`config.mk`:
```
export PLATFORM = sky130hd
export DESIGN_NAME = imu_offset_calibrator_unit_flat
export DESIGN_NICKNAME = d
export VERILOG_FILES = /design/src/hdl/ioc_pkg.sv /design/src/hdl/ioc_intf.sv /design/src/hdl/ioc_divider.sv /design/src/hdl/ioc_datapath.sv /design/src/hdl/ioc_ctrl.sv /design/src/hdl/imu_offset_calibrator_unit.sv /design/src/flat_wrapper.sv
export VERILOG_INCLUDE_DIRS = /design/src /design/src/hdl
export SDC_FILE = /design/constraint.sdc
export NUM_CORES = 2
export LEC_CHECK = 0
export BUFFER_PORTS_ARGS = -buffer_cell sky130_fd_sc_hd__buf_2
export CAP_MARGIN = 20
export CORE_ASPECT_RATIO = 0.75
export CORE_UTILIZATION = 35
export CTS_CLUSTER_DIAMETER = 50
export DETAILED_ROUTE_END_ITERATION = 10
export GPL_TIMING_DRIVEN = 1
export PLACE_DENSITY = 0.54
export SYNTH_ARGS = -nofsm -noshare
export SYNTH_HDL_FRONTEND = slang
export SYNTH_HIERARCHICAL = 1
export SYNTH_SLANG_ARGS = --single-unit
```
`constraint.sdc`:
```
create_clock -name clock -period 8.1 [get_ports clock]
set_input_delay 0.81 -clock clock [delete_from_list [all_inputs] [get_ports clock]]
set_output_delay 0.81 -clock clock [all_outputs]
set_load 0.02 [all_outputs]
```
`src/hdl/imu_offset_calibrator_unit_defines.svh`:
```
// Assertion macros for the IMU offset calibrator.
// Included by the top level; no other dependencies.
`ifndef IMU_OFFSET_CALIBRATOR_UNIT_DEFINES_SVH
`define IMU_OFFSET_CALIBRATOR_UNIT_DEFINES_SVH

// Same-cycle implication, disabled during reset
`define IOC_ASSERT_IMPLIES(label, clk, rst, ante, cons) \
   label: assert property (@(posedge clk) disable iff (rst) (ante) |-> (cons)) \
      else $error("ioc: same-cycle check failed");

// Next-cycle implication, disabled during reset
`define IOC_ASSERT_NEXT(label, clk, rst, ante, cons) \
   label: assert property (@(posedge clk) disable iff (rst) (ante) |=> (cons)) \
      else $error("ioc: next-cycle check failed");

`endif

```
`src/hdl/ioc_pkg.sv`:
```
// Shared types, constants and helpers of the IMU offset calibrator.
// No dependencies.
package ioc_pkg;

   localparam int SAMPLE_W  = 16;
   localparam int IDX_W     = 11;
   localparam int LAST_W    = 12;
   localparam int SUM_W     = 27;
   localparam int DIVD_W    = 28;
   localparam int DIVS_W    = 11;
   localparam int ERR_W     = 28;
   localparam int CORR_W    = 28;
   localparam int NUM_AXES  = 6;
   localparam int AXIS_W    = 3;
   localparam int CSR_IDX_W = 2;
   localparam int CSR_DAT_W = 11;
   localparam int DZ_W      = 8;

   localparam logic signed [ERR_W-1:0] ACCEL_ONE_G = ERR_W'(32'sd16384);
   localparam logic [AXIS_W-1:0] AXIS_ACCEL_Z = 3'd2;
   localparam logic [AXIS_W-1:0] AXIS_FIRST_GYRO = 3'd3;
   localparam logic [AXIS_W-1:0] AXIS_LAST = 3'd5;
   localparam logic [AXIS_W-1:0] ALL_READY = 3'd6;

   // Register indexes
   localparam logic [CSR_IDX_W-1:0] CSR_SAMPLE_COUNT = 2'd0;
   localparam logic [CSR_IDX_W-1:0] CSR_ACCEL_DZ     = 2'd1;
   localparam logic [CSR_IDX_W-1:0] CSR_GYRO_DZ      = 2'd2;

   localparam logic [CSR_DAT_W-1:0] SAMPLE_COUNT_RST = 11'd1000;
   localparam logic [DZ_W-1:0]      ACCEL_DZ_RST     = 8'd8;
   localparam logic [DZ_W-1:0]      GYRO_DZ_RST      = 8'd1;

   // Calibration phase
   typedef enum logic [2:0] {
      PH_FIRST = 3'b001,
      PH_LATER = 3'b010,
      PH_DONE  = 3'b100
   } phase_type;

   typedef struct packed {
      logic load_req;
      logic restart;
      logic accum;
      logic advance;
      logic div_start;
      logic div_sel_err;
      logic take_err;
      logic write_first;
      logic count_ready;
      logic write_corr;
      logic axis_inc;
      logic finish;
      logic load_rsp;
   } ctrl_cmd_type;

   typedef struct packed {
      logic is_restart;
      logic phase_done;
      logic phase_first;
      logic pass_end;
      logic div_busy;
      logic div_done;
      logic in_deadzone;
      logic axis_last;
   } ctrl_stat_type;

   // Clamp to int16
   function automatic logic signed [SAMPLE_W-1:0] sat16(input logic signed [CORR_W-1:0] v);
      logic signed [SAMPLE_W-1:0] r;
      if (v > CORR_W'(32'sd32767)) r = 16'sh7fff;
      else if (v < CORR_W'(-32'sd32768)) r = 16'sh8000;
      else r = v[SAMPLE_W-1:0];
      return r;
   endfunction

endpackage

```
`src/hdl/ioc_intf.sv`:
```
// Channel interfaces of the IMU offset calibrator: request, response, CSR write.
// Depends on ioc_pkg.
interface ioc_req_if import ioc_pkg::*; ();
   logic                       valid;
   logic                       ready;
   logic                       req_type;
   logic signed [SAMPLE_W-1:0] accel_x;
   logic signed [SAMPLE_W-1:0] accel_y;
   logic signed [SAMPLE_W-1:0] accel_z;
   logic signed [SAMPLE_W-1:0] gyro_x;
   logic signed [SAMPLE_W-1:0] gyro_y;
   logic signed [SAMPLE_W-1:0] gyro_z;
   modport source (output valid, req_type, accel_x, accel_y, accel_z,
                   gyro_x, gyro_y, gyro_z, input ready);
   modport sink   (input valid, req_type, accel_x, accel_y, accel_z,
                   gyro_x, gyro_y, gyro_z, output ready);
endinterface

interface ioc_rsp_if import ioc_pkg::*; ();
   logic                       valid;
   logic                       ready;
   logic signed [SAMPLE_W-1:0] offset_accel_x;
   logic signed [SAMPLE_W-1:0] offset_accel_y;
   logic signed [SAMPLE_W-1:0] offset_accel_z;
   logic signed [SAMPLE_W-1:0] offset_gyro_x;
   logic signed [SAMPLE_W-1:0] offset_gyro_y;
   logic signed [SAMPLE_W-1:0] offset_gyro_z;
   logic                       converged;
   modport source (output valid, offset_accel_x, offset_accel_y, offset_accel_z,
                   offset_gyro_x, offset_gyro_y, offset_gyro_z, converged, input ready);
   modport sink   (input valid, offset_accel_x, offset_accel_y, offset_accel_z,
                   offset_gyro_x, offset_gyro_y, offset_gyro_z, converged, output ready);
endinterface

interface ioc_csr_if import ioc_pkg::*; ();
   logic                 valid;
   logic                 ready;
   logic [CSR_IDX_W-1:0] index;
   logic [CSR_DAT_W-1:0] data;
   modport source (output valid, index, data, input ready);
   modport sink   (input valid, index, data, output ready);
endinterface

```
`src/hdl/ioc_divider.sv`:
```
// Shared restoring divider: signed dividend by unsigned nonzero divisor,
// quotient truncated toward zero, one bit per cycle. Depends on ioc_pkg.
module ioc_divider import ioc_pkg::*; (
   input  logic                     clock,
   input  logic                     reset,
   input  logic                     start,
   input  logic signed [DIVD_W-1:0] dividend,
   input  logic [DIVS_W-1:0]        divisor,
   output logic                     busy,
   output logic                     done,
   output logic signed [DIVD_W-1:0] quotient
);
   localparam int MAG_W = DIVD_W - 1;
   localparam int CNT_W = $clog2(MAG_W + 1);

   logic              busy_ff, busy_in, done_ff, done_in, neg_ff, neg_in;
   logic [CNT_W-1:0]  count_ff, count_in;
   logic [MAG_W-1:0]  mag_ff, mag_in;
   logic [DIVS_W-1:0] rem_ff, rem_in, dsr_ff, dsr_in;
   logic [DIVS_W:0]   trial;
   logic [DIVD_W-1:0] abs_dvd;

   // Load operands or shift one quotient bit
   always_comb begin
      busy_in  = busy_ff;
      done_in  = 1'b0;
      neg_in   = neg_ff;
      count_in = count_ff;
      mag_in   = mag_ff;
      rem_in   = rem_ff;
      dsr_in   = dsr_ff;
      abs_dvd  = dividend[DIVD_W-1] ? DIVD_W'(-dividend) : DIVD_W'(dividend);
      trial    = {rem_ff, mag_ff[MAG_W-1]};
      if (start) begin
         busy_in  = 1'b1;
         neg_in   = dividend[DIVD_W-1];
         count_in = CNT_W'(MAG_W);
         mag_in   = abs_dvd[MAG_W-1:0];
         rem_in   = '0;
         dsr_in   = divisor;
      end else if (busy_ff) begin
         if (trial >= {1'b0, dsr_ff}) begin
            rem_in = DIVS_W'(trial - {1'b0, dsr_ff});
            mag_in = {mag_ff[MAG_W-2:0], 1'b1};
         end else begin
            rem_in = trial[DIVS_W-1:0];
            mag_in = {mag_ff[MAG_W-2:0], 1'b0};
         end
         count_in = count_ff - 1'b1;
         if (count_ff == CNT_W'(1)) begin
            busy_in = 1'b0;
            done_in = 1'b1;
         end
      end
   end

   always_ff @(posedge clock) begin
      if (reset) begin
         busy_ff <= 1'b0;
         done_ff <= 1'b0;
      end else begin
         busy_ff <= busy_in;
         done_ff <= done_in;
      end
      neg_ff   <= neg_in;
      count_ff <= count_in;
      mag_ff   <= mag_in;
      rem_ff   <= rem_in;
      dsr_ff   <= dsr_in;
   end

   assign busy     = busy_ff;
   assign done     = done_ff;
   assign quotient = neg_ff ? -$signed({1'b0, mag_ff}) : $signed({1'b0, mag_ff});
endmodule

```
`src/hdl/ioc_datapath.sv`:
```
// Datapath: sample latch, per-axis sums, offsets, config registers, divider
// and response register. Depends on ioc_pkg and ioc_divider.
module ioc_datapath import ioc_pkg::*; #(
   parameter int MAX_SAMPLE_COUNT = 1024,
   parameter int DISCARD_COUNT    = 101
) (
   input  logic                       clock,
   input  logic                       reset,
   input  ctrl_cmd_type               cmd,
   output ctrl_stat_type              stat,
   input  logic                       req_type,
   input  logic signed [SAMPLE_W-1:0] accel_x,
   input  logic signed [SAMPLE_W-1:0] accel_y,
   input  logic signed [SAMPLE_W-1:0] accel_z,
   input  logic signed [SAMPLE_W-1:0] gyro_x,
   input  logic signed [SAMPLE_W-1:0] gyro_y,
   input  logic signed [SAMPLE_W-1:0] gyro_z,
   input  logic                       csr_write,
   input  logic [CSR_IDX_W-1:0]       csr_index,
   input  logic [CSR_DAT_W-1:0]       csr_data,
   output logic signed [SAMPLE_W-1:0] rsp_offset [NUM_AXES],
   output logic                       rsp_converged
);
   logic                       restart_ff;
   logic signed [SAMPLE_W-1:0] sample_ff [NUM_AXES];
   logic signed [SUM_W-1:0]    sum_ff [NUM_AXES];
   logic signed [SAMPLE_W-1:0] offset_ff [NUM_AXES];
   logic signed [SAMPLE_W-1:0] rsp_off_ff [NUM_AXES];
   logic                       rsp_conv_ff, conv_ff;
   logic [IDX_W-1:0]           index_ff;
   phase_type                  phase_ff;
   logic [AXIS_W-1:0]          axis_ff, ready_cnt_ff;
   logic signed [ERR_W-1:0]    err_ff, err_in;
   logic [CSR_DAT_W-1:0]       sample_count_ff;
   logic [DZ_W-1:0]            accel_dz_ff, gyro_dz_ff;

   logic [CSR_DAT_W-1:0]       eff_count;
   logic [LAST_W-1:0]          last_idx;
   logic                       in_discard, is_accel;
   logic signed [DIVD_W-1:0]   div_dvd, quot;
   logic [DIVS_W-1:0]          div_dsr;
   logic                       div_busy, div_done;
   logic [ERR_W-1:0]           err_abs;
   logic [DZ_W-1:0]            dz;
   logic signed [ERR_W-1:0]    mean, err_adj;
   logic signed [CORR_W-1:0]   first_q, corr_sum;

   // Effective count and pass end
   always_comb begin
      if (sample_count_ff == '0) eff_count = CSR_DAT_W'(1);
      else if (32'(sample_count_ff) > MAX_SAMPLE_COUNT) eff_count = CSR_DAT_W'(MAX_SAMPLE_COUNT);
      else eff_count = sample_count_ff;
      last_idx   = LAST_W'(DISCARD_COUNT) + LAST_W'(eff_count) - LAST_W'(1);
      in_discard = LAST_W'(index_ff) < LAST_W'(DISCARD_COUNT);
   end

   // Per-axis arithmetic
   always_comb begin
      is_accel = axis_ff < AXIS_FIRST_GYRO;
      mean     = quot[ERR_W-1:0];
      err_in   = (axis_ff == AXIS_ACCEL_Z) ? ACCEL_ONE_G - mean : -mean;
      err_abs  = err_ff[ERR_W-1] ? ERR_W'(-err_ff) : ERR_W'(err_ff);
      dz       = is_accel ? accel_dz_ff : gyro_dz_ff;
      err_adj  = err_ff;
      if (err_ff[ERR_W-1]) err_adj = err_ff + (is_accel ? ERR_W'(32'sd7) : ERR_W'(32'sd3));
      first_q  = is_accel ? CORR_W'(err_adj >>> 3) : CORR_W'(err_adj >>> 2);
      corr_sum = CORR_W'(offset_ff[axis_ff]) + quot[CORR_W-1:0];
      if (cmd.div_sel_err) begin
         div_dvd = DIVD_W'(err_ff);
         if (is_accel) div_dsr = (accel_dz_ff == '0) ? DIVS_W'(1) : DIVS_W'(accel_dz_ff);
         else div_dsr = DIVS_W'(gyro_dz_ff) + DIVS_W'(1);
      end else begin
         div_dvd = DIVD_W'(sum_ff[axis_ff]);
         div_dsr = eff_count;
      end
   end

   ioc_divider u_div (
      .clock    (clock),
      .reset    (reset),
      .start    (cmd.div_start),
      .dividend (div_dvd),
      .divisor  (div_dsr),
      .busy     (div_busy),
      .done     (div_done),
      .quotient (quot)
   );

   // Configuration registers
   always_ff @(posedge clock) begin
      if (reset) begin
         sample_count_ff <= SAMPLE_COUNT_RST;
         accel_dz_ff     <= ACCEL_DZ_RST;
         gyro_dz_ff      <= GYRO_DZ_RST;
      end else if (csr_write) begin
         case (csr_index)
            CSR_SAMPLE_COUNT: sample_count_ff <= csr_data;
            CSR_ACCEL_DZ:     accel_dz_ff     <= csr_data[DZ_W-1:0];
            CSR_GYRO_DZ:      gyro_dz_ff      <= csr_data[DZ_W-1:0];
            default: ;
         endcase
      end
   end

   // Latch the request and the axis error
   always_ff @(posedge clock) begin
      if (cmd.load_req) begin
         restart_ff   <= req_type;
         sample_ff[0] <= accel_x;
         sample_ff[1] <= accel_y;
         sample_ff[2] <= accel_z;
         sample_ff[3] <= gyro_x;
         sample_ff[4] <= gyro_y;
         sample_ff[5] <= gyro_z;
      end
      if (cmd.take_err) err_ff <= err_in;
   end

   // Calibration state
   always_ff @(posedge clock) begin
      if (reset || cmd.restart) begin
         index_ff     <= '0;
         phase_ff     <= PH_FIRST;
         axis_ff      <= '0;
         ready_cnt_ff <= '0;
         conv_ff      <= 1'b0;
         for (int k = 0; k < NUM_AXES; k++) begin
            sum_ff[k]    <= '0;
            offset_ff[k] <= '0;
         end
      end else begin
         if (cmd.accum && !in_discard) begin
            for (int k = 0; k < NUM_AXES; k++) sum_ff[k] <= sum_ff[k] + SUM_W'(sample_ff[k]);
         end
         if (cmd.advance) index_ff <= index_ff + 1'b1;
         if (cmd.write_first) offset_ff[axis_ff] <= sat16(first_q);
         if (cmd.write_corr) offset_ff[axis_ff] <= sat16(corr_sum);
         if (cmd.count_ready) ready_cnt_ff <= ready_cnt_ff + 1'b1;
         if (cmd.axis_inc) axis_ff <= axis_ff + 1'b1;
         if (cmd.finish) begin
            index_ff     <= '0;
            axis_ff      <= '0;
            ready_cnt_ff <= '0;
            for (int k = 0; k < NUM_AXES; k++) sum_ff[k] <= '0;
            conv_ff <= (phase_ff != PH_FIRST) && (ready_cnt_ff == ALL_READY);
            if (phase_ff == PH_FIRST) phase_ff <= PH_LATER;
            else if (ready_cnt_ff == ALL_READY) phase_ff <= PH_DONE;
         end
      end
   end

   // Response register
   always_ff @(posedge clock) begin
      if (cmd.load_rsp) begin
         rsp_off_ff  <= offset_ff;
         rsp_conv_ff <= conv_ff;
      end
   end

   assign rsp_offset    = rsp_off_ff;
   assign rsp_converged = rsp_conv_ff;

   always_comb begin
      stat.is_restart  = restart_ff;
      stat.phase_done  = phase_ff == PH_DONE;
      stat.phase_first = phase_ff == PH_FIRST;
      stat.pass_end    = LAST_W'(index_ff) >= last_idx;
      stat.div_busy    = div_busy;
      stat.div_done    = div_done;
      stat.in_deadzone = err_abs <= ERR_W'(dz);
      stat.axis_last   = axis_ff == AXIS_LAST;
   end
endmodule

```
`src/hdl/ioc_ctrl.sv`:
```
// Controller: sequences acceptance, accumulation, the per-axis division
// steps and the response handshake. Depends on ioc_pkg.
module ioc_ctrl import ioc_pkg::*; (
   input  logic          clock,
   input  logic          reset,
   input  logic          req_valid,
   output logic          req_ready,
   output logic          rsp_valid,
   input  logic          rsp_ready,
   input  ctrl_stat_type stat,
   output ctrl_cmd_type  cmd
);
   typedef enum logic [7:0] {
      S_IDLE   = 8'b0000_0001,
      S_ACCUM  = 8'b0000_0010,
      S_START  = 8'b0000_0100,
      S_MEAN   = 8'b0000_1000,
      S_CHECK  = 8'b0001_0000,
      S_CORR   = 8'b0010_0000,
      S_FINISH = 8'b0100_0000,
      S_EMIT   = 8'b1000_0000
   } state_type;

   state_type state_ff, state_in;
   logic      rsp_valid_ff, rsp_valid_in;

   // Next state and commands
   always_comb begin
      state_in = state_ff;
      cmd      = '0;
      case (state_ff)
         S_IDLE: begin
            if (req_valid) begin
               cmd.load_req = 1'b1;
               state_in     = S_ACCUM;
            end
         end
         S_ACCUM: begin
            if (stat.is_restart) begin
               cmd.restart = 1'b1;
               state_in    = S_EMIT;
            end else if (stat.phase_done) begin
               state_in = S_IDLE;
            end else begin
               cmd.accum = 1'b1;
               if (stat.pass_end) state_in = S_START;
               else begin
                  cmd.advance = 1'b1;
                  state_in    = S_IDLE;
               end
            end
         end
         S_START: begin
            cmd.div_start = 1'b1;
            state_in      = S_MEAN;
         end
         S_MEAN: begin
            if (stat.div_done) begin
               cmd.take_err = 1'b1;
               state_in     = S_CHECK;
            end
         end
         S_CHECK: begin
            if (stat.phase_first || stat.in_deadzone) begin
               cmd.write_first = stat.phase_first;
               cmd.count_ready = !stat.phase_first;
               cmd.axis_inc    = !stat.axis_last;
               state_in        = stat.axis_last ? S_FINISH : S_START;
            end else begin
               cmd.div_start   = 1'b1;
               cmd.div_sel_err = 1'b1;
               state_in        = S_CORR;
            end
         end
         S_CORR: begin
            cmd.div_sel_err = 1'b1;
            if (stat.div_done) begin
               cmd.write_corr = 1'b1;
               cmd.axis_inc   = !stat.axis_last;
               state_in       = stat.axis_last ? S_FINISH : S_START;
            end
         end
         S_FINISH: begin
            cmd.finish = 1'b1;
            state_in   = S_EMIT;
         end
         S_EMIT: begin
            if (!rsp_valid_ff || rsp_ready) begin
               cmd.load_rsp = 1'b1;
               state_in     = S_IDLE;
            end
         end
         default: state_in = S_IDLE;
      endcase
      rsp_valid_in = rsp_valid_ff;
      if (cmd.load_rsp) rsp_valid_in = 1'b1;
      else if (rsp_ready) rsp_valid_in = 1'b0;
   end

   always_ff @(posedge clock) begin
      if (reset) begin
         state_ff     <= S_IDLE;
         rsp_valid_ff <= 1'b0;
      end else begin
         state_ff     <= state_in;
         rsp_valid_ff <= rsp_valid_in;
      end
   end

   assign req_ready = state_ff == S_IDLE;
   assign rsp_valid = rsp_valid_ff;
endmodule

```
`src/hdl/imu_offset_calibrator_unit.sv`:
```
// IMU offset calibrator, top level.
// Depends on ioc_pkg, the channel interfaces, ioc_ctrl, ioc_datapath and the defines header.
//
// Usage: req_chan carries six-axis samples (req_type 0) or a restart (req_type 1);
// rsp_chan returns the six offsets and the converged flag; csr_chan writes
// sample_count (0), accel_deadzone (1) and gyro_deadzone (2) and is always ready.
// One transaction is worked on at a time. A sample inside a pass goes through
// S_ACCUM and back to S_IDLE, where req_chan.ready rises again. A restart goes
// from S_ACCUM to S_EMIT, which registers its response once the output slot is
// free. A sample that ends a pass runs six mean divisions and up to six
// correction divisions through one shared bit-serial divider before its
// response is registered; there are six corrections when every axis needs one.
// The response sits in an output register: while it waits for rsp_chan.ready,
// new samples are still accepted; only the next response waits for the slot.
// Reset (synchronous) restores the register defaults, zero offsets and
// first-pass state, and leaves no response pending.
`include "imu_offset_calibrator_unit_defines.svh"
module imu_offset_calibrator_unit import ioc_pkg::*; #(
   parameter int MAX_SAMPLE_COUNT = 1024,
   parameter int DISCARD_COUNT    = 101
) (
   input logic         clock,
   input logic         reset,
   ioc_req_if.sink     req_chan,
   ioc_rsp_if.source   rsp_chan,
   ioc_csr_if.sink     csr_chan
);
   ctrl_cmd_type               cmd;
   ctrl_stat_type              stat;
   logic signed [SAMPLE_W-1:0] rsp_offset [NUM_AXES];
   logic                       rsp_converged;

   ioc_ctrl u_ctrl (
      .clock     (clock),
      .reset     (reset),
      .req_valid (req_chan.valid),
      .req_ready (req_chan.ready),
      .rsp_valid (rsp_chan.valid),
      .rsp_ready (rsp_chan.ready),
      .stat      (stat),
      .cmd       (cmd)
   );

   ioc_datapath #(
      .MAX_SAMPLE_COUNT (MAX_SAMPLE_COUNT),
      .DISCARD_COUNT    (DISCARD_COUNT)
   ) u_dp (
      .clock         (clock),
      .reset         (reset),
      .cmd           (cmd),
      .stat          (stat),
      .req_type      (req_chan.req_type),
      .accel_x       (req_chan.accel_x),
      .accel_y       (req_chan.accel_y),
      .accel_z       (req_chan.accel_z),
      .gyro_x        (req_chan.gyro_x),
      .gyro_y        (req_chan.gyro_y),
      .gyro_z        (req_chan.gyro_z),
      .csr_write     (csr_chan.valid),
      .csr_index     (csr_chan.index),
      .csr_data      (csr_chan.data),
      .rsp_offset    (rsp_offset),
      .rsp_converged (rsp_converged)
   );

   // Drive the response payload and the CSR ready
   assign csr_chan.ready          = 1'b1;
   assign rsp_chan.offset_accel_x = rsp_offset[0];
   assign rsp_chan.offset_accel_y = rsp_offset[1];
   assign rsp_chan.offset_accel_z = rsp_offset[2];
   assign rsp_chan.offset_gyro_x  = rsp_offset[3];
   assign rsp_chan.offset_gyro_y  = rsp_offset[4];
   assign rsp_chan.offset_gyro_z  = rsp_offset[5];
   assign rsp_chan.converged      = rsp_converged;

   // One transaction in flight at a time
   `IOC_ASSERT_NEXT(a_one_in_flight, clock, reset, req_chan.valid && req_chan.ready, !req_chan.ready)
   // Divider runs only for an accepted transaction
   `IOC_ASSERT_IMPLIES(a_div_owned, clock, reset, stat.div_busy, !req_chan.ready)
   // Restart flag follows the accepted request
   `IOC_ASSERT_NEXT(a_restart_latched, clock, reset, req_chan.valid && req_chan.ready && req_chan.req_type, stat.is_restart)
endmodule

```
`src/flat_wrapper.sv`:
```
// flat-port wrapper written by rule: the top's interface ports become plain ports
module imu_offset_calibrator_unit_flat import ioc_pkg::*;
#(
   parameter int MAX_SAMPLE_COUNT = 1024,
   parameter int DISCARD_COUNT    = 101
)
  (clock, reset, req_chan_valid, req_chan_req_type, req_chan_accel_x, req_chan_accel_y, req_chan_accel_z, req_chan_gyro_x, req_chan_gyro_y, req_chan_gyro_z, req_chan_ready, rsp_chan_valid, rsp_chan_offset_accel_x, rsp_chan_offset_accel_y, rsp_chan_offset_accel_z, rsp_chan_offset_gyro_x, rsp_chan_offset_gyro_y, rsp_chan_offset_gyro_z, rsp_chan_converged, rsp_chan_ready, csr_chan_valid, csr_chan_index, csr_chan_data, csr_chan_ready);
  ioc_req_if req_chan_i ();
  ioc_rsp_if rsp_chan_i ();
  ioc_csr_if csr_chan_i ();
  input logic clock;
  input logic reset;
  input wire logic [$bits(req_chan_i.valid)-1:0] req_chan_valid;
  input wire logic [$bits(req_chan_i.req_type)-1:0] req_chan_req_type;
  input wire logic [$bits(req_chan_i.accel_x)-1:0] req_chan_accel_x;
  input wire logic [$bits(req_chan_i.accel_y)-1:0] req_chan_accel_y;
  input wire logic [$bits(req_chan_i.accel_z)-1:0] req_chan_accel_z;
  input wire logic [$bits(req_chan_i.gyro_x)-1:0] req_chan_gyro_x;
  input wire logic [$bits(req_chan_i.gyro_y)-1:0] req_chan_gyro_y;
  input wire logic [$bits(req_chan_i.gyro_z)-1:0] req_chan_gyro_z;
  output wire logic [$bits(req_chan_i.ready)-1:0] req_chan_ready;
  output wire logic [$bits(rsp_chan_i.valid)-1:0] rsp_chan_valid;
  output wire logic [$bits(rsp_chan_i.offset_accel_x)-1:0] rsp_chan_offset_accel_x;
  output wire logic [$bits(rsp_chan_i.offset_accel_y)-1:0] rsp_chan_offset_accel_y;
  output wire logic [$bits(rsp_chan_i.offset_accel_z)-1:0] rsp_chan_offset_accel_z;
  output wire logic [$bits(rsp_chan_i.offset_gyro_x)-1:0] rsp_chan_offset_gyro_x;
  output wire logic [$bits(rsp_chan_i.offset_gyro_y)-1:0] rsp_chan_offset_gyro_y;
  output wire logic [$bits(rsp_chan_i.offset_gyro_z)-1:0] rsp_chan_offset_gyro_z;
  output wire logic [$bits(rsp_chan_i.converged)-1:0] rsp_chan_converged;
  input wire logic [$bits(rsp_chan_i.ready)-1:0] rsp_chan_ready;
  input wire logic [$bits(csr_chan_i.valid)-1:0] csr_chan_valid;
  input wire logic [$bits(csr_chan_i.index)-1:0] csr_chan_index;
  input wire logic [$bits(csr_chan_i.data)-1:0] csr_chan_data;
  output wire logic [$bits(csr_chan_i.ready)-1:0] csr_chan_ready;
  assign req_chan_i.valid = req_chan_valid;
  assign req_chan_i.req_type = req_chan_req_type;
  assign req_chan_i.accel_x = req_chan_accel_x;
  assign req_chan_i.accel_y = req_chan_accel_y;
  assign req_chan_i.accel_z = req_chan_accel_z;
  assign req_chan_i.gyro_x = req_chan_gyro_x;
  assign req_chan_i.gyro_y = req_chan_gyro_y;
  assign req_chan_i.gyro_z = req_chan_gyro_z;
  assign req_chan_ready = req_chan_i.ready;
  assign rsp_chan_valid = rsp_chan_i.valid;
  assign rsp_chan_offset_accel_x = rsp_chan_i.offset_accel_x;
  assign rsp_chan_offset_accel_y = rsp_chan_i.offset_accel_y;
  assign rsp_chan_offset_accel_z = rsp_chan_i.offset_accel_z;
  assign rsp_chan_offset_gyro_x = rsp_chan_i.offset_gyro_x;
  assign rsp_chan_offset_gyro_y = rsp_chan_i.offset_gyro_y;
  assign rsp_chan_offset_gyro_z = rsp_chan_i.offset_gyro_z;
  assign rsp_chan_converged = rsp_chan_i.converged;
  assign rsp_chan_i.ready = rsp_chan_ready;
  assign csr_chan_i.valid = csr_chan_valid;
  assign csr_chan_i.index = csr_chan_index;
  assign csr_chan_i.data = csr_chan_data;
  assign csr_chan_ready = csr_chan_i.ready;
  imu_offset_calibrator_unit #(.MAX_SAMPLE_COUNT(MAX_SAMPLE_COUNT), .DISCARD_COUNT(DISCARD_COUNT)) u_core (.clock(clock), .reset(reset), .req_chan(req_chan_i), .rsp_chan(rsp_chan_i), .csr_chan(csr_chan_i));
endmodule
```
==> results.md <==
* Placer's final routability congestion estimate at 0.948
* Placement Setup Slack at 1380 ps
* Buffer cell driving the clock tree root: sky130_fd_sc_hd__clkbuf_16
* Global-route wire length before repair at 171000 um
* DRC violation total after the first TritonRoute iteration at 3300
* Clock Latency Late Sink at 680 ps
* Synthesized net count at 4047
* Critical path fanouts, max at 15
* Setup Fix Bufs, Post-CTS at 0
* RSZ-0062 raised after global routing: no
* Endpoint class of the critical path: register
* Vias in the first global route at 27700
* Average cell area after synthesis at 9.91 sq um
* Max-slew headroom at 18.3%
* Number of antenna violations at the first check in global routing at 4
* Hpwl dp at 83600 um
* Hold buffers post-CTS at 0
* Worst setup slack for register-to-register paths at 1230 ps
* Netlist area before placement at 36600 sq um
* Fraction of final layout cells sized beyond drive strength 1 at 13.3%
* Number of cell rows at 102
* Number of nets with antenna violations after detailed routing at 0
* Clock slew at reported path FFs at 60 ps
* Transition time of the tightest slew-check pin at 1220 ps
* Number of nets in the finished design at 4234
* Total Neg Setup Slack at 0 ps
* GRT Resource Usage Total at 20.9%
* Worst hold path stage count at 1
* Sinks on the clock net at 597
* Footprint of the multi-input gates at 19500 sq um
* Buffers from clock root to sink, at most at 3
* Setup violators final at 0
* GRT overflow at 0
* Final worst-path cycle share at 84.9%
* Largest net degree at the start of global routing at 86
* Number of cells on the worst reg-to-reg path at 18
* Number of CTS-inserted buffers at 83
* CTS H-tree depth at 3
* Cell leakage power at 16.2 nW
* Cell count after synthesis at 3696
* Peak supply drop at 0.175 mV
* Count of final max-slew check failures at 0
* Layout filler cell count at 10200
* Initial DRT Pass Iterations at 6
* Final min period at 6870 ps
* Arrival time of data at the critical path endpoint at 7450 ps
* Worst min path class: in -> reg
* Area inside the core boundary at 104000 sq um
* DRC violations left at 0
* TritonCTS clock tree: done
* Path type of the worst setup path: reg -> reg
* Run status: complete, no violations
* Fmax achieved at 0.145 GHz
* Area growth from synthesis to final layout at 14.9%
* Die extent in x at 376 um
* Power per cell area at 213 nW/um^2
* Number of warning messages in the yosys log at 6
* Count of input and output buffers at 213
* Via density per instance at 5.57
* Effective utilization at floorplan at 35.4%
* Max-cap check violation count at 0
* Post-CTS resize count at 0
* Hold Violations, Final at 0
* Minimum setup slack in the final design at 1230 ps
* Detailed Route WL at 113000 um
* Detailed-route via count at 29800
* Element type at the critical path start: register
* Detail-routed net length per standard cell at 21.1 um
* Clock Skews at 48.3 ps
* Die height at 282 um
* Data required time at the worst endpoint at 8670 ps
* Flip-flop and latch area at 16200 sq um
* Die Area at 106000 sq um
* Number of primary I/O pins at 215
[area by class of cell]
| type | instances | area share [%] |
|---|---|---|
| Antenna cell | 2 | 0.0119 |
| Clock buffer | 95 | 5.07 |
| Clock inverter | 58 | 1.67 |
| Inverter | 113 | 1.01 |
| Multi-Input combinational cell | 2829 | 46.2 |
| Sequential cell | 597 | 38.5 |
| Tap cell | 1404 | 4.17 |
| Timing Repair Buffer | 259 | 3.35 |
[critical path: stages, from the launching register on]
cell                        delay, ps
sky130_fd_sc_hd__dfxtp_1          580
sky130_fd_sc_hd__inv_1            210
sky130_fd_sc_hd__and3_1           440
sky130_fd_sc_hd__buf_4            290
sky130_fd_sc_hd__a22oi_1          240
sky130_fd_sc_hd__nand2_1           70
sky130_fd_sc_hd__a221oi_1         450
sky130_fd_sc_hd__inv_1            100
sky130_fd_sc_hd__ha_1             310
sky130_fd_sc_hd__a211oi_1         320
sky130_fd_sc_hd__o2111ai_1        290
sky130_fd_sc_hd__a211o_1          450
sky130_fd_sc_hd__a21o_1           260
sky130_fd_sc_hd__a311oi_1         360
sky130_fd_sc_hd__xnor2_1          250
sky130_fd_sc_hd__nand4_1          270
sky130_fd_sc_hd__o31ai_4          880
sky130_fd_sc_hd__nand3_1          590
sky130_fd_sc_hd__o211ai_1         360
[sequential cells by signal (all words and copies together), names as in the netlist, 3 cells and up, named ones only]
signal                       cells
u_core/u_dp/index_ff            11
u_core/u_dp/accel_dz_ff          8
u_core/u_dp/gyro_dz_ff           8
u_core/u_dp/axis_ff              3
u_core/u_dp/sum_ff             162
u_core/u_dp/u_div/count_ff       5
u_core/u_dp/u_div/mag_ff        27
u_core/u_dp/sample_ff           96
u_core/u_dp/rsp_offset          96
u_core/u_dp/offset_ff           96
u_core/u_dp/u_div/rem_ff        11
u_core/u_dp/ready_cnt_ff         3
u_core/u_dp/phase_ff             3
u_core/u_dp/u_div/dsr_ff        11
u_core/u_ctrl/state_ff           8
u_core/u_dp/err_ff              28
u_core/u_dp/sample_count_ff     11
[metrics by stage]
step	hold slack (ps)	util, %	cell area (sq um)	cells	total power (W)
after floorplan	409	-	36600	3696	0.00487
after global placement	426	37.9	39200	5202	0.00528
after detailed placement	435	37.9	39200	5202	0.00528
after CTS	259	40.7	42100	5355	0.00906
after global routing	274	40.7	42100	5356	0.00941
final	316	40.7	42100	5357	0.00897
[per-layer routing]
layer / up-vias / GRT usage, % / part of all wire (%) / wire [um]
li1: 14300 / - / - / -
met3: 151 / 4.93 / 8.7 / 9810
met4: 2 / 4.68 / 1.9 / 2120
met5: - / 0 / 0.0089 / 10
met1: 14300 / 31.7 / 49 / 55400
met2: 1135 / 29.6 / 40 / 45500
[layout by cell type (no fill, tap or decap), drive strengths merged, types with 62 or more instances in the layout]
cell    instances
edfxtp        423
nor2          367
nand2         315
buf           259
o21ai         239
ha            228
a21oi         208
dfxtp         174
xnor2         151
inv           128
xor2          117
nor3          112
nand3          96
clkbuf         95
a21o           84
a22oi          62
[power by group]
| group | switching, W | leakage [nW] | internal (W) |
|---|---|---|---|
| clock network | 0.00153 | 1.36 | 0.00220 |
| registers | 0.000143 | 5.59 | 0.00348 |
| logic | 0.000957 | 9.28 | 0.000655 |
[final timing paths]
kind                                                start                     endpoint
worst max-delay path               u_core/u_dp/axis_ff[1]    u_core/u_dp/offset_ff[43]
worst min-delay path                   req_chan_gyro_y[8]  u_core/u_dp/sample_ff[4][8]
worst max register to register     u_core/u_dp/axis_ff[1]    u_core/u_dp/offset_ff[43]
worst min register to register  u_core/u_dp/offset_ff[89]   u_core/u_dp/rsp_offset[89]
No activity file was read; power rests on OpenSTA's default activity.
